<file path="config.mk">
export PLATFORM = sky130hd
export DESIGN_NAME = baro_queue
export DESIGN_NICKNAME = d
export VERILOG_FILES = /design/src/rtl/baro_pkg.sv /design/src/rtl/baro_queue.sv
export SDC_FILE = /design/constraint.sdc
export NUM_CORES = 1
export LEC_CHECK = 0
export BUFFER_PORTS_ARGS = -buffer_cell sky130_fd_sc_hd__buf_2
export CAP_MARGIN = 10
export CORE_MARGIN = 2
export CORE_UTILIZATION = 60
export DETAILED_ROUTE_END_ITERATION = 12
export GPL_TIMING_DRIVEN = 0
export PLACE_DENSITY = 0.83
export SKIP_CTS_REPAIR_TIMING = 1
export SYNTH_ARGS = -nofsm -noshare
export SYNTH_HDL_FRONTEND = slang
export SYNTH_SLANG_ARGS = --single-unit
</file>
<file path="constraint.sdc">
create_clock -name aclk -period 8.17 [get_ports aclk]
set_input_delay 1.634 -clock aclk [delete_from_list [all_inputs] [get_ports aclk]]
set_output_delay 1.634 -clock aclk [all_outputs]
set_load 0.05 [all_outputs]
</file>
<file path="src/rtl/baro_pkg.sv">
// Shared types, constants and helpers for the barometer compensation block.
`default_nettype none

package baro_pkg;

    // Depth of the queue between the temperature front end and the pressure back end.
    localparam int unsigned QUEUE_DEPTH_DEF = 4;

    // Configuration register indexes.
    localparam logic [1:0] REG_TEMP    = 2'd0;
    localparam logic [1:0] REG_PRESS_A = 2'd1;
    localparam logic [1:0] REG_PRESS_B = 2'd2;
    localparam logic [1:0] REG_PRESS_C = 2'd3;

    // Arithmetic constants of the compensation formulas.
    localparam logic [63:0] FINE_OFFSET = 64'd128000;
    localparam logic [20:0] P_BASE      = 21'd1048576;
    localparam logic [63:0] K_SCALE     = 64'd3125;
    localparam logic [63:0] V1_BIAS     = 64'h0000_8000_0000_0000;

    // One queue entry: the temperature results and the raw pressure of one item.
    typedef struct packed {
        logic signed [31:0] fine;
        logic signed [31:0] temp_centi;
        logic [19:0]        raw_p;
    } q_entry_t;

    // Sign extension of a 16-bit calibration word to 64 bits.
    function automatic logic [63:0] sext16(input logic [15:0] w);
        return {{48{w[15]}}, w};
    endfunction

endpackage

`default_nettype wire

</file>
<file path="src/rtl/baro_queue.sv">
// Short first-in first-out queue between the front end and the back end.
`default_nettype none

module baro_queue
    import baro_pkg::*;
#(
    parameter int unsigned DEPTH = QUEUE_DEPTH_DEF
) (
    input  wire logic     aclk,
    input  wire logic     aresetn,
    input  wire logic     push,
    input  wire q_entry_t wr_data,
    input  wire logic     pop,
    output logic          full,
    output logic          not_empty,
    output q_entry_t      rd_data
);

    localparam int unsigned PW = (DEPTH > 1) ? $clog2(DEPTH) : 1;
    localparam int unsigned CW = $clog2(DEPTH + 1);

    q_entry_t        mem_reg [DEPTH];
    logic [PW-1:0]   wr_ptr_reg, rd_ptr_reg;
    logic [CW-1:0]   count_reg;

    assign full      = (count_reg == CW'(DEPTH));
    assign not_empty = (count_reg != '0);
    assign rd_data   = mem_reg[rd_ptr_reg];

    // Pointers and fill count.
    always_ff @(posedge aclk) begin
        if (!aresetn) begin
            wr_ptr_reg <= '0;
            rd_ptr_reg <= '0;
            count_reg  <= '0;
        end else begin
            if (push) begin
                wr_ptr_reg <= (wr_ptr_reg == PW'(DEPTH - 1)) ? '0 : wr_ptr_reg + 1'b1;
            end
            if (pop) begin
                rd_ptr_reg <= (rd_ptr_reg == PW'(DEPTH - 1)) ? '0 : rd_ptr_reg + 1'b1;
            end
            if (push && !pop) begin
                count_reg <= count_reg + 1'b1;
            end else if (pop && !push) begin
                count_reg <= count_reg - 1'b1;
            end
        end
    end

    // Storage.
    always_ff @(posedge aclk) begin
        if (push) begin
            mem_reg[wr_ptr_reg] <= wr_data;
        end
    end

endmodule

`default_nettype wire

</file>
# Yosys cells after proc, flatten, opt, wreduce, memory -nomap -nowiden
# Memory sizes are Yosys's and may differ from the RTL's. A register that Yosys moved wholly into a read port is not among the register bits.
# Cells that the tools add are included.
# word_totals
regBits	7
mem_bits_rw	336
in_bits	88
out_inout_bits	86
word_cells	25
memories	1
# mem_list
name	depth	word_bits	rd	rd_ports_with_merged_regs	write_ports	line_no	text
mem_reg	4	84	1	1	1	baro_queue.sv:22	q_entry_t mem_reg [DEPTH];
# classes
addsub	4
n_eq_ne	3
muxes	8
reduce_logical	6
# op_table
op	n
2-to-1 mux 2 bit	4
2-to-1 mux 3 bit	2
adder 2 x 1 -> 2 bit, second input constant	2
== test 2 bit, second input constant	2
adder 3 x 1 -> 3 bit, second input constant	1
== test 3 bit, second input constant	1
nonzero test 3 bit	1
subtractor 3 x 1 -> 3 bit, second input constant	1
logical AND 1 bit	2
zero test 1 bit	2
2-to-1 mux 1 bit	2
nonzero test 2 bit	1

# Logic depth before layout (Yosys ltp)
# depth
ltp_word	4
depth_mapped	7
depth_no_buf	7

# Worst setup path before layout
# No wires, ideal clock.
# synth_path
path_kind	input to register
from	input push
to	memory mem_reg[0][0] (netlist bit) (enable)
setup_time_ns	0.451
arrival_ns	3.586
required_ns	7.719
slack_ns	4.132
path_stages	1
n_path_buf	0
cell_sequence	and2_1
# synth_via
elab_chain_len	2
# synth_lines
item	line_no	text
start, declared	baro_queue.sv:11	input wire logic push,
2-to-1 mux 1 bit	baro_queue.sv:53	if (push) begin
2-to-1 mux 1 bit (implied by the code)	baro_queue.sv:54	mem_reg[wr_ptr_reg] <= wr_data;
end, declared	baro_queue.sv:22	
# Every way passes these cells.

==> flow_summary_export.csv <==
group,metric,value,unit
sta,final.setup.tns,0,ns
clocking,cts_made_buffers,34,
run_status,status,"complete, no violations",
placement,dpl_cell_area,13900,sq um
final_layout,final_layout_size_suffix_gt1_share,45.3,%
power_and_ir_drop,leakagePower,5.07,nW
power_and_ir_drop,ir_drop,0.202,mV
clocking,ctsHtreeMaxLevel,2,
drt,drc_errors,0,
floorplan,die_area,22100,sq um
placement,hpwl,13.8,mm
placement,dp_slack,4.93,ns
drt,wire_per_inst,23.2,um
global_route,grt_pass1_wl,35.4,mm
sta,layout_min_cycle_time,3.75,ns
floorplan,die_w,149,um
sta,slew_violations,0,
synth,yosys.area.top_type,"edfxtp_1",
floorplan,initial_utilization,61.6,%
floorplan,io_pins,174,
global_route,grtUsageMet2,36.5,%
floorplan,row_count,52,
synth,yosysTopAreaCellShare,80.2,%
synth,synth.most_common_cell,"edfxtp_1",
drt,viasPerCell,5.80,
critical_path,critical_path_class,"reg -> out",
sta,clock_skew,0.0162,ns
synth,ys_types,22,
sta,period_share,45.9,%
final_layout,design_area,14900,sq um
sta,maxSlewHeadroom,47.1,%
final_layout,layoutNonFillerInstCount,990,
clocking,clockRootBuffer,"clkbuf_16",
synth,yosysSeqAreaShare,81.7,%
synth,synth_area_leaders,"edfxtp_1 80%, mux4_2 15%, dfxtp_1 1.4%",
worst_hold_path,min_path_type,"reg -> reg",
clocking,clkSinkCount,345,
sta,worstMarginPinSlew,0.794,ns
critical_path,cp-end-kind,"primary output",
flow_run,cap_violations,0,
synth,synth-warning-count,0,
sta,fmax,267,MHz
clocking,cts_tree,"built",
final_layout,largest_reg_flops,336,
final_layout,area_growth,18.5,%
global_route,gr-usage-met1,28.1,%
critical_path,cp.arrival,2.11,ns
synth,syn_area,12600,sq um
global_route,grt_max_degree,51,
synth,ys.flop_type,"edfxtp_1",
sta,setup_ws,4.42,ns
sta,hold_viol,0,
synth,synth_cells,482,
sta,setup_violations,0,
drt,vias,5742,
global_route,overflow,0,
synth,ys_async_sr_fraction,0,%
clocking,path_clk_slew,0.06,ns
clocking,clk_path_buf_depth,3,
global_route,grt-busiest-layer,"met2",
placement,port_buffers,173,
global_route,grt_use_met3,5.08,%
global_route,grt_antenna_before_repair,2,
global_route,track_usage,21.4,%
drt,first_pass_iters,4,
critical_path,crit_fanout,10,
floorplan,die_h,149,um
drt,drt.antenna.violating_nets,0,
floorplan,core_area,20400,sq um
clocking,clk_latency,0.49,ns
synth,avgSynthCellArea,26.1,sq um
sta,rsz0062_at_grt,"no",
drt,wirelength,23.0,mm
placement,place_congestion,0.736,
synth,ys_ff_latch,345,
synth,synth-edff-count,336,
power_and_ir_drop,powerDensity,267,nW/um^2
placement,placed_cells,929,
synth,synthesis.nets,577,
final_layout,nets,790,
critical_path,cp.required,6.54,ns
synth,synth_commonest_cells,"336 x edfxtp_1, 84 x mux4_2, 9 x dfxtp_1",
drt,drtIter0Drc,429,
power_and_ir_drop,p_total,3.99,mW
critical_path,start_kind,"register",
global_route,grt_pass1_vias,6335,
## worst paths after layout
kind	startpoint	to	slack, ns	cells after the start
setup / recovery	register	rd_data[23]	4.42	4
hold / removal	count_reg[2]	count_reg[2]	0.53	2
setup reg to reg	wr_ptr_reg[0]	mem_reg[3][57]	6.16	3
hold reg to reg	count_reg[2]	count_reg[2]	0.53	2
## cells by family after synthesis
kind of cell | after synthesis | share of synthesized area (%)
fa+ha+maj | 7 | 0.756
flops | 345 | 81.7
simple gates | 15 | 0.726
mux | 88 | 15.4
compound gates | 3 | 0.159
xor+xnor | 2 | 0.139
buf+inv | 22 | 1.20
## cell usage in the layout, fill, tap and decap left out, types with 3 or more instances in the layout
| master | instances |
|---|---|
| edfxtp_1 | 336 |
| clkinv_2 | 4 |
| and2_4 | 4 |
| clkbuf_1 | 13 |
| mux2i_1 | 4 |
| mux4_2 | 84 |
| buf_12 | 4 |
| clkinv_1 | 3 |
| inv_1 | 4 |
| buf_6 | 7 |
| dfxtp_1 | 9 |
| nor2b_1 | 5 |
| buf_2 | 180 |
| clkbuf_16 | 37 |
| diode_2 | 4 |
| ha_1 | 6 |
## per-layer routing
layer  part of all wire, %  routed length, um
met1                    39               8950
met2                    52              11900
met3                   7.2               1660
met4                   2.3                522
met5                 0.057                 13
## stage by stage
step / hold slack, ns / util, %
6_report: 0.534 / 73.0
5_1_grt: 0.574 / 72.9
2_1_floorplan: 0.467 / -
4_1_cts: 0.536 / 72.9
3_3_place_gp: 0.479 / 67.5
3_5_place_dp: 0.516 / 67.9
## layout make-up
class / count / area (sq um)
clock inverters: 7 / 31.3
repair buffers: 177 / 946
well taps: 270 / 338
multi-input cells: 115 / 2170
clock buffers: 50 / 995
diodes: 4 / 10.0
inverters: 4 / 15.0
flip-flops and latches: 345 / 10300
fillers: 1154 / 5520
plain buffers: 18 / 136
## critical path, stage by stage, from the launching register on
cell     delay (ns)
dfxtp_1        0.35
buf_2          0.30
buf_2          0.35
mux4_2         0.38
buf_2          0.23
## power by group
group	internal [mW]	total, mW	switching [mW]
clock network	0.840	1.42	0.584
logic	0.155	0.512	0.358
registers	2.03	2.05	0.0224
(Power assumes the default switching activity.)
