<file path="config.mk">
export PLATFORM = sky130hd
export DESIGN_NAME = baro_front
export DESIGN_NICKNAME = d
export VERILOG_FILES = /design/src/rtl/baro_pkg.sv /design/src/rtl/baro_front.sv
export SDC_FILE = /design/constraint.sdc
export NUM_CORES = 2
export LEC_CHECK = 0
export ABC_AREA = 1
export BUFFER_PORTS_ARGS = -buffer_cell sky130_fd_sc_hd__clkbuf_2
export CORE_UTILIZATION = 65
export CTS_CLUSTER_SIZE = 10
export DETAILED_ROUTE_END_ITERATION = 10
export GPL_TIMING_DRIVEN = 0
export PLACE_DENSITY = 0.83
export RECOVER_POWER = 100
export SYNTH_ARGS = -nofsm -noshare
export SYNTH_HDL_FRONTEND = slang
export SYNTH_SLANG_ARGS = --single-unit
</file>
<file path="constraint.sdc">
create_clock -name aclk -period 9.4 [get_ports aclk]
set_input_delay 1.41 -clock aclk [delete_from_list [all_inputs] [get_ports aclk]]
set_output_delay 1.41 -clock aclk [all_outputs]
set_load 0.05 [all_outputs]
</file>
<file path="src/rtl/baro_pkg.sv">
// Shared types, constants and helpers for the barometer compensation block.
`default_nettype none

package baro_pkg;

    // Depth of the queue between the temperature front end and the pressure back end.
    localparam int unsigned QUEUE_DEPTH_DEF = 4;

    // Configuration register indexes.
    localparam logic [1:0] REG_TEMP    = 2'd0;
    localparam logic [1:0] REG_PRESS_A = 2'd1;
    localparam logic [1:0] REG_PRESS_B = 2'd2;
    localparam logic [1:0] REG_PRESS_C = 2'd3;

    // Arithmetic constants of the compensation formulas.
    localparam logic [63:0] FINE_OFFSET = 64'd128000;
    localparam logic [20:0] P_BASE      = 21'd1048576;
    localparam logic [63:0] K_SCALE     = 64'd3125;
    localparam logic [63:0] V1_BIAS     = 64'h0000_8000_0000_0000;

    // One queue entry: the temperature results and the raw pressure of one item.
    typedef struct packed {
        logic signed [31:0] fine;
        logic signed [31:0] temp_centi;
        logic [19:0]        raw_p;
    } q_entry_t;

    // Sign extension of a 16-bit calibration word to 64 bits.
    function automatic logic [63:0] sext16(input logic [15:0] w);
        return {{48{w[15]}}, w};
    endfunction

endpackage

`default_nettype wire

</file>
<file path="src/rtl/baro_front.sv">
// Temperature front end: accepts items and computes fine temperature and centidegrees.
`default_nettype none

module baro_front
    import baro_pkg::*;
(
    input  wire logic               aclk,
    input  wire logic               aresetn,
    input  wire logic               in_valid,
    output logic                    in_ready,
    input  wire logic [19:0]        raw_t,
    input  wire logic [19:0]        raw_p,
    input  wire logic [15:0]        t1,
    input  wire logic signed [15:0] t2,
    input  wire logic signed [15:0] t3,
    input  wire logic               q_full,
    output logic                    q_push,
    output q_entry_t                q_data
);

    logic en;
    logic vld1_reg, vld2_reg, vld3_reg, vld4_reg;

    logic signed [17:0] d1;
    logic signed [16:0] d2;
    logic signed [33:0] d1t2_next;
    logic signed [33:0] dsq_next;
    logic signed [20:0] sq_hi;
    logic signed [36:0] tbp_next;
    logic signed [22:0] tb;
    logic signed [31:0] fine_next;
    logic signed [35:0] t5;

    logic signed [33:0] d1t2_reg;
    logic [31:0]        dsq_reg;
    logic signed [22:0] ta_reg;
    logic signed [36:0] tbp_reg;
    logic signed [31:0] fine3_reg, fine4_reg;
    logic signed [31:0] tc_reg;
    logic [19:0]        rp1_reg, rp2_reg, rp3_reg, rp4_reg;

    // The whole pipeline moves unless its last stage holds an item the queue cannot take.
    assign en       = !(vld4_reg && q_full);
    assign in_ready = en;
    assign q_push   = vld4_reg && !q_full;

    // Stage one operands and products.
    assign d1        = {1'b0, raw_t[19:3]} - {1'b0, t1, 1'b0};
    assign d2        = {1'b0, raw_t[19:4]} - {1'b0, t1};
    assign d1t2_next = d1 * t2;
    assign dsq_next  = d2 * d2;

    // Stage two: scaled square times T3.
    assign sq_hi    = $signed({1'b0, dsq_reg[31:12]});
    assign tbp_next = sq_hi * t3;

    // Stage three: fine temperature.
    assign tb        = tbp_reg[36:14];
    assign fine_next = 32'(ta_reg) + 32'(tb);

    // Stage four: hundredths of a degree, (fine * 5 + 128) >> 8.
    assign t5 = (36'(fine3_reg) <<< 2) + 36'(fine3_reg) + 36'sd128;

    // Valid flags of the stages.
    always_ff @(posedge aclk) begin
        if (!aresetn) begin
            vld1_reg <= 1'b0;
            vld2_reg <= 1'b0;
            vld3_reg <= 1'b0;
            vld4_reg <= 1'b0;
        end else if (en) begin
            vld1_reg <= in_valid;
            vld2_reg <= vld1_reg;
            vld3_reg <= vld2_reg;
            vld4_reg <= vld3_reg;
        end
    end

    // Payload of the stages.
    always_ff @(posedge aclk) begin
        if (en) begin
            d1t2_reg  <= d1t2_next;
            dsq_reg   <= dsq_next[31:0];
            rp1_reg   <= raw_p;
            ta_reg    <= d1t2_reg[33:11];
            tbp_reg   <= tbp_next;
            rp2_reg   <= rp1_reg;
            fine3_reg <= fine_next;
            rp3_reg   <= rp2_reg;
            fine4_reg <= fine3_reg;
            tc_reg    <= 32'($signed(t5[35:8]));
            rp4_reg   <= rp3_reg;
        end
    end

    assign q_data.fine       = fine4_reg;
    assign q_data.temp_centi = tc_reg;
    assign q_data.raw_p      = rp4_reg;

endmodule

`default_nettype wire

</file>
======== Yosys cells after proc, flatten, opt, wreduce, memory -nomap -nowiden ========
Cells that the tools add are included.
operators by class
  add/subtract/negate cells ............... 5
  $mul .................................... 3
  reductions and logical operators ........ 4
operators by type and width
  operator               count
  $mul 21x16->37         1
  $mul 18x16->34         1
  $mul 17x17->32         1
  $add 27x9->28 const B  1
  $add 26x24->27         1
  $add 23x23->24         1
  $sub 17x17->18         1
  $sub 16x16->17         1
  $logic_and 1x1->1      2
  $logic_not 1->1        2
word-level totals
  register bits after elaboration ......... 286
  output and inout bits ................... 86
  logic and storage cells ................. 27

======== Longest topological paths before layout ========
  depth in word-level cells ............... 2
  depth in mapped cells ................... 39
  gate-level depth less buffers ........... 38

======== Worst setup path before layout ========
No wires, ideal clock.
  kind .................................... input port to output port
  start ................................... in q_full
  end ..................................... out in_ready
  arrival time ............................ 6.727 ns
  data required time ...................... 7.990 ns
  path slack .............................. 1.263 ns
  stages on the path ...................... 1
  path buffers ............................ 0
  path through ............................ nand2_1
on the way
  longest elaborated chain between the ends .. 2
ends and longest elaborated chain
  element            line              source
  from (decl)        baro_front.sv:16  input wire logic q_full,
  $logic_and 1x1->1  baro_front.sv:43  assign en = !(vld4_reg && q_full);
  $logic_not 1->1    baro_front.sv:43
  to (decl)          baro_front.sv:10  output logic in_ready,
No other way between the ends.

======== Worst setup path in the final report ========
  start ................................... in raw_t[4]
  end ..................................... reg dsq_reg[31] (data pin)
on the way
  longest elaborated chain between the ends .. 2
ends and longest elaborated chain
  element               line              source
  from (decl)           baro_front.sv:11  input wire logic [19:0] raw_t,
  $sub 16x16->17        baro_front.sv:49  assign d2 = {1'b0, raw_t[19:4]} - {1'b0, t1};
  $mul 17x17->32        baro_front.sv:51  assign dsq_next = d2 * d2;
  via dsq_next[31]      baro_front.sv:27  logic signed [33:0] dsq_next;
  to (signal assigned)  baro_front.sv:83  dsq_reg <= dsq_next[31:0];
  to (decl)             baro_front.sv:35  logic [31:0] dsq_reg;
The timed path passes the listed nets, and every way through them passes these cells.
A chain may end at the register's enable or synchronous reset.

==> metrics.csv <==
metric,value,unit
drt_pre_antenna_iters,6,
drv_slew,249,
io-pin-count,178,
die_w,259.3,um
ys_warn_count,0,
holdPathStages,0,
dr_total_vias,33380,
num_rows,93,
syn-cell-area,43030,um2
wl,111500,um
coreArea,64930,um2
r2r-start,vld4_reg$_SDFFE_PN0N_,
r2r_setup_slack,1.86,ns
grt_pass1_vias,35310,
drc,0,
ys_types,49,
avgSynthCellArea,8.588,um2
cts_tree,yes,
h-tree-depth,1,
path_class,input port to register,
crit_path_frequent_cell,inv_1,
rr_worst_depth,3,
cap_violations,4,
fmax,114.8,MHz
r2r_end,dsq_reg[22]$_DFFE_PN_,
cpMaxStageDelayCell,fa_1,
fin_cells,6066,
cts_resized,0,
grt_max_degree,75,
dp_slack,0.4764,ns
crit_fanout,10,
grt_pass1_wl,179600,um
skew,0.03693,ns
dpl.cell_count,6022,
diodes,0,
setup_violations,0,
synth-main-ff-cell,edfxtp_1,
holdPathEnd,rp3_reg[4]$_DFFE_PN_,
synth_edf_count,237,
worst_path_largest_cell_delay,0.87,ns
wl_per_cell,18.39,um
async_flop_share,0,%
cts_sinks,241,
min_path_type,register to register,
cts_buffers,28,
hold_viol,0,
clkLatencyLatePin,0.58,ns
post_cts_buffers,0,
end_kind,register,
finalCritPeriodShare,92.64,%
start_util,66.27,%
worst_setup_path_start_kind,input port,
dpl.hpwl,94170,um
cp_data_required_time,9.69,ns
overflow,0,
clockBufferDepth,3,
synth_nets,6266,
status,finished with violations,
numPortBuffers,154,
rsz0062_at_grt,false,
tns,0,ns
max_slew_margin,-150.7,%
drtAntennaViolNets,0,
cts_hold_buf,0,
hold_start,rp2_reg[4]$_DFFE_PN_,
place.gp.congestion,1.007,
drive_gt1_share,4.318,%
worstPathArrival,8.99,ns
root_buffer,clkbuf_16,
grt.total_usage,34.56,%
clkTransAtPathRegs,0.06,ns
die_h,259.3,um
first_iter_violations,2905,
layout_setup_ws,0.6923,ns
finalCriticalPeriod,8.708,ns
area_delta_synth_final,5.836,%
ys_seq_area_share,16.73,%
violations,"capacitance limit, slew limit",
die-area,67230,um2
nets,6453,
ys_seq_elements,241,
tightest_slew,3.761,ns
antenna_found_initial,0,
vias_per_cell,5.503,
synthCells,5010,
-- worst max-delay path by stage --
stage / to / startpoint / cells past startpoint
2_1_floorplan: in_ready / q_full / 1
3_3_place_gp: in_ready / q_full / 3
3_5_place_dp: dsq_reg[31]$_DFFE_PN_ / raw_t[4] / 33
4_1_cts: dsq_reg[31]$_DFFE_PN_ / raw_t[4] / 33
5_1_grt: d1t2_reg[26]$_DFFE_PN_ / raw_t[4] / 31
6_report: dsq_reg[31]$_DFFE_PN_ / raw_t[4] / 33
-- logic make-up (layout without fill, tap and decap cells) --
| kind of cell | after synthesis | count (layout) | synth area share (%) |
|---|---|---|---|
| simple gates | 1714 | 1714 | 16.05 |
| flops | 241 | 241 | 16.73 |
| compound gates | 331 | 331 | 4.310 |
| xor+xnor | 97 | 97 | 2.009 |
| buf+inv | 1463 | 1664 | 13.20 |
| fa+ha+maj | 1164 | 1164 | 47.70 |
-- final cells by class --
cell class / instances / area [um2]
sequential: 241 / 7197
multi-input combinational: 3306 / 30150
timing repair buffer: 157 / 666.9
inverter: 1318 / 4950
tap: 855 / 1070
fill: 5227 / 19390
clock inverter: 3 / 40.04
buffer: 145 / 719.4
clock buffer: 41 / 749.5
-- metal layers --
metal  track usage, %  part of all wire (%)  routed length (um)
met1            42.44                    37               41780
met2            59.50                    48               54050
met3            5.585                   8.5                9428
met4            16.76                   5.6                6272
met5                0                     0                   0
-- cell usage in the layout (no fill, tap or decap), types with 26 or more instances in the layout --
cell,count
a21oi_1,160
buf_4,26
clkbuf_1,190
clkbuf_16,28
clkbuf_2,63
edfxtp_1,237
fa_1,794
ha_1,370
inv_1,1299
nand2_1,1089
nand3_1,104
nor2_1,404
o21ai_0,90
or2_2,27
xor2_1,78
-- synth_stat cells (3+ instances only) --
library cell | count | area [um2]
buf_1 | 6 | 22.52
o21ai_1 | 4 | 20.02
edfxtp_1 | 237 | 7117
xor2_1 | 78 | 683.2
buf_4 | 26 | 195.2
nand3b_1 | 3 | 22.52
a21o_1 | 25 | 187.7
and3_1 | 4 | 25.02
nor3_1 | 22 | 110.1
inv_2 | 16 | 60.06
o21bai_1 | 18 | 135.1
nand2_4 | 6 | 67.56
inv_1 | 1298 | 4872
a21oi_1 | 160 | 800.8
o211ai_1 | 3 | 22.52
buf_2 | 28 | 140.1
or2_2 | 27 | 168.9
o21a_1 | 6 | 45.04
o21ai_0 | 90 | 450.4
nor4_1 | 11 | 68.82
fa_1 | 794 | 15900
a21boi_0 | 7 | 52.55
a31oi_1 | 7 | 43.79
nand2_2 | 11 | 68.82
nor2_1 | 404 | 1516
xnor2_1 | 17 | 148.9
dfxtp_1 | 4 | 80.08
clkbuf_1 | 78 | 292.8
buf_6 | 7 | 78.83
nor2_4 | 7 | 78.83
ha_1 | 370 | 4629
nand3_1 | 104 | 520.5
nand2_1 | 1087 | 4080
clkinv_1 | 3 | 11.26
nand4_1 | 20 | 125.1
-- through the flow --
stage | hold WS [ns] | cell area [um2] | util (%)
after detailed placement | 0.4045 | 44950 | 69.23
after floorplan | 0.4003 | 43030 | -
after CTS | 0.3885 | 45740 | 70.44
after global routing | 0.3946 | 45540 | 70.13
final | 0.3822 | 45540 | 70.13
after global placement | 0.4004 | 44870 | 69.10
-- critical path, delay by kind of cell --
kind	cells	cell delay (ns)
compound gates	4	1.02
fa+ha+maj	9	4.19
buf+inv	10	1.21
simple gates	10	1.18
Power is not shown: default switching activity piles up to over one toggle a cycle in this logic, so the estimate is an artifact.
