File: src/rtl/baro_pkg.sv
// Shared types, constants and helpers for the barometer compensation block.
`default_nettype none

package baro_pkg;

    // Depth of the queue between the temperature front end and the pressure back end.
    localparam int unsigned QUEUE_DEPTH_DEF = 4;

    // Configuration register indexes.
    localparam logic [1:0] REG_TEMP    = 2'd0;
    localparam logic [1:0] REG_PRESS_A = 2'd1;
    localparam logic [1:0] REG_PRESS_B = 2'd2;
    localparam logic [1:0] REG_PRESS_C = 2'd3;

    // Arithmetic constants of the compensation formulas.
    localparam logic [63:0] FINE_OFFSET = 64'd128000;
    localparam logic [20:0] P_BASE      = 21'd1048576;
    localparam logic [63:0] K_SCALE     = 64'd3125;
    localparam logic [63:0] V1_BIAS     = 64'h0000_8000_0000_0000;

    // One queue entry: the temperature results and the raw pressure of one item.
    typedef struct packed {
        logic signed [31:0] fine;
        logic signed [31:0] temp_centi;
        logic [19:0]        raw_p;
    } q_entry_t;

    // Sign extension of a 16-bit calibration word to 64 bits.
    function automatic logic [63:0] sext16(input logic [15:0] w);
        return {{48{w[15]}}, w};
    endfunction

endpackage

`default_nettype wire

File: src/rtl/baro_div.sv
// Signed 64-bit divider, truncating toward zero, one quotient bit per cycle.
`default_nettype none

module baro_div
    import baro_pkg::*;
(
    input  wire logic        aclk,
    input  wire logic        aresetn,
    input  wire logic        start,
    input  wire logic [63:0] num,
    input  wire logic [63:0] den,
    output logic             done,
    output logic [63:0]      quot
);

    typedef enum logic [2:0] {
        D_IDLE = 3'b001,
        D_RUN  = 3'b010,
        D_FIX  = 3'b100
    } div_state_t;

    div_state_t  state_reg, state_next;
    logic [5:0]  cnt_reg;
    logic        neg_reg;
    logic [63:0] q_reg, r_reg, mb_reg;
    logic [64:0] trial;
    logic [64:0] diff;

    // Restoring step: shift in the next dividend bit and try a subtraction.
    assign trial = {r_reg, q_reg[63]};
    assign diff  = trial - {1'b0, mb_reg};

    assign done = (state_reg == D_FIX);
    assign quot = neg_reg ? (64'd0 - q_reg) : q_reg;

    always_comb begin
        state_next = state_reg;
        unique case (state_reg)
            D_IDLE: if (start) state_next = D_RUN;
            D_RUN:  if (cnt_reg == 6'd63) state_next = D_FIX;
            D_FIX:  state_next = D_IDLE;
            default: state_next = D_IDLE;
        endcase
    end

    always_ff @(posedge aclk) begin
        if (!aresetn) begin
            state_reg <= D_IDLE;
        end else begin
            state_reg <= state_next;
        end
    end

    // Magnitudes at the start, then one bit per cycle.
    always_ff @(posedge aclk) begin
        if (state_reg == D_IDLE && start) begin
            neg_reg <= num[63] ^ den[63];
            q_reg   <= num[63] ? (64'd0 - num) : num;
            mb_reg  <= den[63] ? (64'd0 - den) : den;
            r_reg   <= '0;
            cnt_reg <= '0;
        end else if (state_reg == D_RUN) begin
            cnt_reg <= cnt_reg + 1'b1;
            if (!diff[64]) begin
                r_reg <= diff[63:0];
                q_reg <= {q_reg[62:0], 1'b1};
            end else begin
                r_reg <= trial[63:0];
                q_reg <= {q_reg[62:0], 1'b0};
            end
        end
    end

endmodule

`default_nettype wire

File: src/rtl/baro_back.sv
// Pressure back end: 64-bit compensation on a shared 32x32 multiplier and a divider.
`default_nettype none

module baro_back
    import baro_pkg::*;
(
    input  wire logic        aclk,
    input  wire logic        aresetn,
    input  wire logic        q_valid,
    input  wire q_entry_t    q_data,
    output logic             q_pop,
    input  wire logic [15:0] p1,
    input  wire logic [15:0] p2,
    input  wire logic [15:0] p3,
    input  wire logic [15:0] p4,
    input  wire logic [15:0] p5,
    input  wire logic [15:0] p6,
    input  wire logic [15:0] p7,
    input  wire logic [15:0] p8,
    input  wire logic [15:0] p9,
    output logic             out_valid,
    input  wire logic        out_ready,
    output logic [31:0]      out_tc,
    output logic [31:0]      out_q,
    output logic [23:0]      out_pa,
    output logic             out_err
);

    typedef enum logic [4:0] {
        B_IDLE = 5'b00001,
        B_MUL  = 5'b00010,
        B_DIV  = 5'b00100,
        B_FIN  = 5'b01000,
        B_OUT  = 5'b10000
    } back_state_t;

    // Multiplication steps of the pressure formula, in order.
    typedef enum logic [3:0] {
        OP_SQ, OP_P6, OP_P5, OP_P3, OP_P2, OP_P1, OP_K, OP_P9, OP_PS, OP_P8
    } op_t;

    // Cycles of one 64-bit product.
    localparam logic [2:0] PH_LL  = 3'd0;
    localparam logic [2:0] PH_HL  = 3'd1;
    localparam logic [2:0] PH_LH  = 3'd2;
    localparam logic [2:0] PH_ACC = 3'd3;
    localparam logic [2:0] PH_END = 3'd4;

    back_state_t state_reg;
    op_t         op_reg;
    logic [2:0]  phase_reg;

    logic [63:0] v1_reg, sq_reg, v2_reg, x_reg, y_reg, p_reg, w_reg;
    logic [63:0] macc_reg, pp_reg, res_q_reg;
    logic        res_err_reg;
    logic [19:0] rawp_reg;
    logic [31:0] tc_reg;

    logic [63:0] op_a, op_b, ps;
    logic [31:0] mul_a, mul_b;
    logic [63:0] mul_out;
    logic [63:0] x_p1;
    logic [63:0] w2_sh, y_sh;
    logic [20:0] p0;
    logic        div_start, div_done;
    logic [63:0] div_quot;
    logic        out_free;

    // Arithmetic right shifts, each kept on its own so the sign is not lost in a sum.
    assign ps       = $signed(p_reg) >>> 13;
    assign x_p1     = $signed(macc_reg) >>> 33;
    assign w2_sh    = $signed(macc_reg) >>> 19;
    assign y_sh     = $signed(y_reg) >>> 8;
    assign p0       = P_BASE - {1'b0, rawp_reg};
    assign out_free = !out_valid || out_ready;
    assign q_pop    = (state_reg == B_IDLE) && q_valid;
    assign div_start = (state_reg == B_MUL) && (phase_reg == PH_END) && (op_reg == OP_K);

    // Operand selection for the current step.
    always_comb begin
        unique case (op_reg)
            OP_SQ: begin op_a = v1_reg;      op_b = v1_reg;      end
            OP_P6: begin op_a = sq_reg;      op_b = sext16(p6);  end
            OP_P5: begin op_a = v1_reg;      op_b = sext16(p5);  end
            OP_P3: begin op_a = sq_reg;      op_b = sext16(p3);  end
            OP_P2: begin op_a = v1_reg;      op_b = sext16(p2);  end
            OP_P1: begin op_a = x_reg;       op_b = {48'd0, p1}; end
            OP_K:  begin op_a = y_reg;       op_b = K_SCALE;     end
            OP_P9: begin op_a = sext16(p9);  op_b = ps;          end
            OP_PS: begin op_a = y_reg;       op_b = ps;          end
            OP_P8: begin op_a = sext16(p8);  op_b = p_reg;       end
            default: begin op_a = '0;        op_b = '0;          end
        endcase
    end

    // One shared 32x32 multiplier; the halves are chosen by the phase.
    assign mul_a   = (phase_reg == PH_HL) ? op_a[63:32] : op_a[31:0];
    assign mul_b   = (phase_reg == PH_LH) ? op_b[63:32] : op_b[31:0];
    assign mul_out = {32'd0, mul_a} * {32'd0, mul_b};

    baro_div u_div (
        .aclk    (aclk),
        .aresetn (aresetn),
        .start   (div_start),
        .num     (macc_reg),
        .den     (x_reg),
        .done    (div_done),
        .quot    (div_quot)
    );

    // Sequencer.
    always_ff @(posedge aclk) begin
        if (!aresetn) begin
            state_reg <= B_IDLE;
            op_reg    <= OP_SQ;
            phase_reg <= PH_LL;
        end else begin
            unique case (state_reg)
                B_IDLE: begin
                    if (q_valid) begin
                        state_reg <= B_MUL;
                        op_reg    <= OP_SQ;
                        phase_reg <= PH_LL;
                    end
                end
                B_MUL: begin
                    if (phase_reg == PH_END) begin
                        phase_reg <= PH_LL;
                        unique case (op_reg)
                            OP_SQ: op_reg <= OP_P6;
                            OP_P6: op_reg <= OP_P5;
                            OP_P5: op_reg <= OP_P3;
                            OP_P3: op_reg <= OP_P2;
                            OP_P2: op_reg <= OP_P1;
                            OP_P1: begin
                                if (x_p1 == '0) begin
                                    state_reg <= B_OUT;
                                end else begin
                                    op_reg <= OP_K;
                                end
                            end
                            OP_K:  state_reg <= B_DIV;
                            OP_P9: op_reg <= OP_PS;
                            OP_PS: op_reg <= OP_P8;
                            OP_P8: state_reg <= B_FIN;
                            default: state_reg <= B_IDLE;
                        endcase
                    end else begin
                        phase_reg <= phase_reg + 1'b1;
                    end
                end
                B_DIV: begin
                    if (div_done) begin
                        state_reg <= B_MUL;
                        op_reg    <= OP_P9;
                        phase_reg <= PH_LL;
                    end
                end
                B_FIN: state_reg <= B_OUT;
                B_OUT: if (out_free) state_reg <= B_IDLE;
                default: state_reg <= B_IDLE;
            endcase
        end
    end

    // Datapath registers.
    always_ff @(posedge aclk) begin
        if (state_reg == B_IDLE && q_valid) begin
            v1_reg      <= {{32{q_data.fine[31]}}, q_data.fine} - FINE_OFFSET;
            tc_reg      <= q_data.temp_centi;
            rawp_reg    <= q_data.raw_p;
            res_err_reg <= 1'b0;
        end
        if (state_reg == B_MUL) begin
            unique case (phase_reg)
                PH_LL:  pp_reg <= mul_out;
                PH_HL: begin
                    macc_reg <= pp_reg;
                    pp_reg   <= mul_out;
                end
                PH_LH: begin
                    macc_reg <= macc_reg + {pp_reg[31:0], 32'd0};
                    pp_reg   <= mul_out;
                end
                PH_ACC: macc_reg <= macc_reg + {pp_reg[31:0], 32'd0};
                PH_END: begin
                    unique case (op_reg)
                        OP_SQ: sq_reg <= macc_reg;
                        OP_P6: v2_reg <= macc_reg;
                        OP_P5: v2_reg <= v2_reg + (macc_reg << 17) + (sext16(p4) << 35);
                        OP_P3: x_reg  <= $signed(macc_reg) >>> 8;
                        OP_P2: x_reg  <= x_reg + (macc_reg << 12) + V1_BIAS;
                        OP_P1: begin
                            x_reg <= x_p1;
                            y_reg <= ({43'd0, p0} << 31) - v2_reg;
                            if (x_p1 == '0) begin
                                res_err_reg <= 1'b1;
                                res_q_reg   <= '0;
                            end
                        end
                        OP_P9: y_reg <= macc_reg;
                        OP_PS: w_reg <= $signed(macc_reg) >>> 25;
                        OP_P8: y_reg <= p_reg + w_reg + w2_sh;
                        default: ;
                    endcase
                end
                default: ;
            endcase
        end
        if (state_reg == B_DIV && div_done) begin
            p_reg <= div_quot;
        end
        if (state_reg == B_FIN) begin
            res_q_reg <= y_sh + (sext16(p7) << 4);
        end
    end

    // Output register: a finished result waits here while the next item starts.
    always_ff @(posedge aclk) begin
        if (!aresetn) begin
            out_valid <= 1'b0;
        end else if (state_reg == B_OUT && out_free) begin
            out_valid <= 1'b1;
        end else if (out_ready) begin
            out_valid <= 1'b0;
        end
    end

    always_ff @(posedge aclk) begin
        if (state_reg == B_OUT && out_free) begin
            out_tc  <= tc_reg;
            out_q   <= res_q_reg[31:0];
            out_pa  <= res_q_reg[31:8];
            out_err <= res_err_reg;
        end
    end

endmodule

`default_nettype wire

File: config.mk
export PLATFORM = sky130hd
export DESIGN_NAME = baro_back
export DESIGN_NICKNAME = d
export VERILOG_FILES = /design/src/rtl/baro_pkg.sv /design/src/rtl/baro_div.sv /design/src/rtl/baro_back.sv
export SDC_FILE = /design/constraint.sdc
export NUM_CORES = 2
export LEC_CHECK = 0
export BUFFER_PORTS_ARGS = -buffer_cell sky130_fd_sc_hd__buf_2
export CAP_MARGIN = 15
export CORE_AREA = 2 2 515 517
export DETAILED_ROUTE_END_ITERATION = 10
export DIE_AREA = 0 0 517 519
export PLACE_DENSITY = 0.5
export SYNTH_ARGS = -nofsm -noshare
export SYNTH_HDL_FRONTEND = slang
export SYNTH_SLANG_ARGS = --single-unit
File: constraint.sdc
create_clock -name aclk -period 21.1 [get_ports aclk]
set_clock_uncertainty 0.2 [all_clocks]
set_input_delay 2.11 -clock aclk [delete_from_list [all_inputs] [get_ports aclk]]
set_output_delay 2.11 -clock aclk [all_outputs]
set_load 0.02 [all_outputs]
# Word level (Yosys, flattened, before mapping)
# Index checks and enable logic that the tools add are counted.
# word_totals
register_bits	940
out_inout_bits	91
inputBits	232
# op_classes
mul	1
eq_ne	32
n_addsub	17
muxes	47
n_reduce_logical	41
bitwise	1
# op_table
op	count
$pmux W64 S9	1
$add A64 B64 Y64	6
$pmux W64 S3	2
$pmux W64 S6	1
$mux W64	5
$pmux W64 S2	2
$mux W32	7
$sub A1 B64 Y64 const A	3
$sub A65 B64 Y65	1
$add A64 B48 Y64 const B	1
$logic_not A64 Y1	1
$mul A32 B32 Y64	1
$sub A52 B64 Y64	1
$mux W63	1
$sub A32 B18 Y33 const B	1
$add A32 B20 Y32	1
$pmux W4 S8	1
$mux W5	5
$pmux W5 S5	1
$sub A21 B20 Y21 const A	1
$pmux W5 S4	1
$reduce_and A3 Y1	6
$eq A4 B3 Y1 const B	4
$mux W4	4
37 further kinds	81

# Longest topological paths before layout
# logic_depth
depth_word	7
ltp_mapped	41

# By module
# Synthesis repeated with hierarchy kept, for this count alone.
# hier_totals
hier_cells	9754
area_unflattened_um2	92377.3
# by_module_without_submodules
module	area_per_inst_um2	instances	cells_per_inst	seq_area_each_um2
baro_back	76863.7	1	7879	20369.5
baro_div	15513.6	1	1875	5335.1

# Worst setup path after synthesis
# OpenSTA, ideal clock, no wires.
# synth_path
path_kind	input-to-reg
start	input port p3[15]
end	register pp_reg[56], data pin
n_path_buf	5
stages	32
setup_slack_ps	9952
arrival_ps	10681
cell_sequence	mux2i_1 > nor3_1 > a221o_1 > clkbuf_1 > nor2_1 > clkbuf_1 > a22o_1 > clkbuf_1 > clkbuf_1 > nor2_1 > fa_1 > inv_1 > fa_1 > fa_1 > fa_1 > inv_1 > fa_1 > fa_1 > fa_1 > fa_1 > ha_1 > clkbuf_1 > a21o_1 > a21o_1 > a21oi_1 > or4b_2 > o21ai_0 > o21bai_1 > a21oi_1 > o41ai_1 > a21o_1 > xor2_1
# synth_between
elab_chain_len	3
# synth_lines
item	line_no	rtl
from (decl)	baro_back.sv:14	input wire logic [15:0] p3,
$pmux W64 S9	baro_back.sv:81	unique case (op_reg)
$mux W32	baro_back.sv:98	assign mul_b = (phase_reg == PH_LH) ? op_b[63:32] : op_b[31:0];
$mul A32 B32 Y64	baro_back.sv:99	assign mul_out = {32'd0, mul_a} * {32'd0, mul_b};
net mul_out[56]	baro_back.sv:61	logic [63:0] mul_out;
to (signal assigned)	baro_back.sv:176	PH_LL: pp_reg <= mul_out;
to (signal assigned)	baro_back.sv:179	pp_reg <= mul_out;
to (signal assigned)	baro_back.sv:183	pp_reg <= mul_out;
to (decl)	baro_back.sv:54	logic [63:0] macc_reg, pp_reg, res_q_reg;
# The timed path passes the listed nets, and every way through them passes these cells.
# A chain may end at the register's enable or synchronous reset.

# Worst setup path after layout
# layout_path
start	register op_reg[3]
end	register pp_reg[56], data pin
# layout_between
elab_chain_len	5
word_cells_on_any_way	19
# layout_lines
item	line_no	rtl
from (decl)	baro_back.sv:50	op_t op_reg;
from (signal assigned)	baro_back.sv:115	op_reg <= OP_SQ;
from (signal assigned)	baro_back.sv:122	op_reg <= OP_SQ;
from (signal assigned)	baro_back.sv:130	OP_SQ: op_reg <= OP_P6;
$eq A4 B3 Y1, or another cell as far along	baro_back.sv:81	
$reduce_or A3 Y1 (no line) or $reduce_or A2 Y1 (tied branches)	n/a	
$pmux W64 S6 or $pmux W64 S9 (tied branches)	baro_back.sv:81	
$mux W32, on equally long branches	baro_back.sv:97, baro_back.sv:98	
$mul A32 B32 Y64 (*)	baro_back.sv:99	
net mul_out[56]	baro_back.sv:61	
# The timed path passes the listed nets; every way through them passes the cells marked *.

==> summary by stage <==
Run status
The flow ran to the end, but the final reports show violations. The final reports fail on max-slew violations.

GRT
The total overflow left after global routing is 0. The first global-routing pass estimated 561 mm of wire. The via count of the first global-routing pass is 76400. The pin count of the biggest net entering global routing is 113.

The overall track demand over capacity in global routing is 29.2%. The initial antenna violation count was 55.

Clock tree
After clock tree synthesis, the clock-pin slew on the worst setup and hold paths is 70 ps. The later pin in the worst-skew pair is clocked with a latency of 810 ps. The tree built by TritonCTS fans out to 885 sinks.

The maximum clock path buffer count is 3. In this run, post-CTS hold repair placed 0 buffers. The buffer count from post-CTS setup fixing is 0. The root buffer cell chosen for the clock tree is clkbuf_16. The number of instances resized during post-cts repair is 0.

The TritonCTS buffer count is 105. TritonCTS built the clock tree. The H-tree was split into 3 levels.

Placement
The count of port buffers added during placement is 322. The number of placed instances, taps included, is 13200. Routability-driven placement finished with a final weighted congestion of 1.01. The setup slack at placement is 7970 ps.

The half-perimeter wire length after detailed placement is 303 mm.

Finish
The net count of the finished layout is 11600. The layout overhead on the synthesized area is 10.6%. In the final layout, the share of cells above drive strength 1 is 8.70%. For this run, the number of standard cells in the final layout without fillers is 13400. The number of filler cells placed in the layout is 26500.

Routing
After detailed routing, the average wire length per cell comes to 29.4 microns. Using the TritonRoute via totals, the vias-per-cell ratio works out to 5.72. The count of nets left with antenna violations after detail routing is 0.

The number of detailed-route iterations in the first pass is 10. The first-iteration detailed-routing DRC count is 9146. The detailed-route DRC error count is 0. The wire length reported by the detailed router is 395 mm. The number of vias after detailed routing is 76600.

Yosys
The post-synthesis instance area is 91600 sq um. The total of warnings raised by yosys is 0. For this run, the leading register cell type out of synthesis is edfxtp_1. The commonest cells after synthesis are 1129 x inv_1, 1100 x nand2_1, 993 x fa_1, 798 x edfxtp_1, 786 x nor2_1. Counting flops and latches in the post-synthesis netlist gives 885.

Of the synthesized area, sequential elements account for 28.1%. Of the total synthesized cell area, the portion taken by full adders, half adders and majority gates is 30.5%. Synthesis instantiated 89 different standard cells from the library.

In this run, synthesis inferred 798 flip-flops with an integrated enable. Each instance of the synthesized netlist takes up on average 9.51 sq um. The synthesized netlist devotes 5.69% of its cell area to XOR and XNOR gates. Among all cell types in the netlist, the one instantiated most often is inv_1. The mux cell area share after synthesis is 0.739%. The area share of and/or/nand/nor cells after synthesis is 13.6%.

The synthesized instance count is 9628. The share of the synthesized area in compound gates (AO/OA/AOI/OAI) is 14.5%. The combinational family with the most area after synthesis is adder cells. The share of the synthesized area in the top cell type is 26.2%.

The post-synth net total is 11500. edfxtp_1 takes more of the synthesized area than any other cell. In the post-synthesis netlist, the biggest area contributors are edfxtp_1 26%, fa_1 22%, ha_1 8.8%, inv_1 4.6%, nand2_1 4.5%.

The proportion of register bits with asynchronous set or reset after synthesis is 0%.

Critical path
The worst setup path is of the flop to flop kind. The maximum net fanout on the critical path is 51. The beginning of the critical path is op_reg[3]. The library cell contributing the largest single delay on the critical path is a32o_1. Data on the critical path is required at its endpoint by 21420 ps.

The element type at the critical path end is a flop. In this design, the stage delay of the slowest critical-path cell is 900 ps. The category of the worst setup path launch point is a flop.

The cell repeated most along the worst path is fa_1. STA puts the critical path data arrival time at 13190 ps. The startpoint of the worst register-to-register path is op_reg[3].

Timing
The number of max-slew violations in the final report came to 2. Setup repair after global routing left no endpoint under its margin. For the final routed database, the setup TNS stands at 0 ps. The part of the cycle the worst path needs is 61.0%. Once routing completed, OpenROAD measured the worst setup slack at 8230 ps. The achievable clock frequency is 77.7 MHz. The total count of hold-check failures in the final report is 0. The final number of setup-violating endpoints is 0. Headroom to the max-slew limit came out at -3.10%. The hold slack is 197 ps. For the pin with the worst max-slew slack, the measured transition is 1550 ps. The worst path needs 12870 ps of the cycle, external delays included.

Floorplanning
Once the floorplan was initialized, standard cells occupied 34.8% of the core. The floorplan step set the die height to 519 microns. The number of rows created at floorplan is 189. In this run the standard cell core region covers 263000 sq um. The floorplan step defined a die boundary enclosing 268000 sq um.

The die is 517 microns wide. During I/O placement, the number of pins put on the boundary was 323.

Hold path
The tightest min-delay check is of the flop to flop type. The launch instance of the worst min-delay path is tc_reg[12].

Run
Across the run, the number of max-cap violations was 0.
[metrics by stage]
step / instance area, sq um / util (%)
after global routing: 101000 / 38.4
final: 101000 / 38.4
after CTS: 101000 / 38.4
after global placement: 97600 / 37.1
after floorplan: 91600 / -
after detailed placement: 97600 / 37.1
[cell families after synthesis]
logic type | after synthesis
flops | 885
simple gates | 2752
mux | 67
compound gates | 2037
buf+inv | 1655
fa+ha+maj | 1637
xor+xnor | 595
[path summary, 6_finish.rpt]
path,cells after the start,slack [ps],to
setup / recovery,30,8230,pp_reg[56]
hold / removal,0,200,out_tc[12]
setup reg to reg,30,8230,pp_reg[56]
hold reg to reg,0,200,out_tc[12]
[area by class of cell]
type | count | area [sq um] | share of cell area, %
antenna | 17 | 42.5 | 0.0420
clock buffer | 127 | 2710 | 2.68
clock inverter | 68 | 831 | 0.820
inverter | 1129 | 4240 | 4.19
multi-input combinational | 7088 | 59900 | 59.2
sequential | 885 | 25700 | 25.4
tap | 3533 | 4420 | 4.37
timing repair buffer | 558 | 3420 | 3.37
[worst max-delay path: cells and delay by family (launching register included)]
| kind | cells | cell delay, ps |
|---|---|---|
| fa+ha+maj | 9 | 4490 |
| compound gates | 11 | 4260 |
| simple gates | 5 | 1700 |
| buf+inv | 4 | 1010 |
| flops | 1 | 740 |
| xor+xnor | 1 | 130 |
[placed cells by master, fill, tap and decap left out, types with 87 or more instances in the layout]
cell,n
nand2_1,1099
edfxtp_1,798
ha_1,644
and2_1,93
buf_2,322
xnor2_1,352
a21oi_1,469
nand2b_1,90
a21o_1,258
xor2_1,241
dfxtp_1,87
clkbuf_16,105
buf_4,230
o21ai_0,537
fa_1,993
nand3_1,133
inv_1,1127
nor2_1,772
a22oi_1,111
[metal layers]
metal | wire length [microns] | GRT usage (%)
met2 | 175000 | 45.0
met5 | 34 | 0
met4 | 24400 | 14.8
met1 | 161000 | 38.6
met3 | 34800 | 5.97
Power is left out: the tool's default activity adds up to more than one toggle a clock period on the data nets, which glitch-free logic cannot reach.
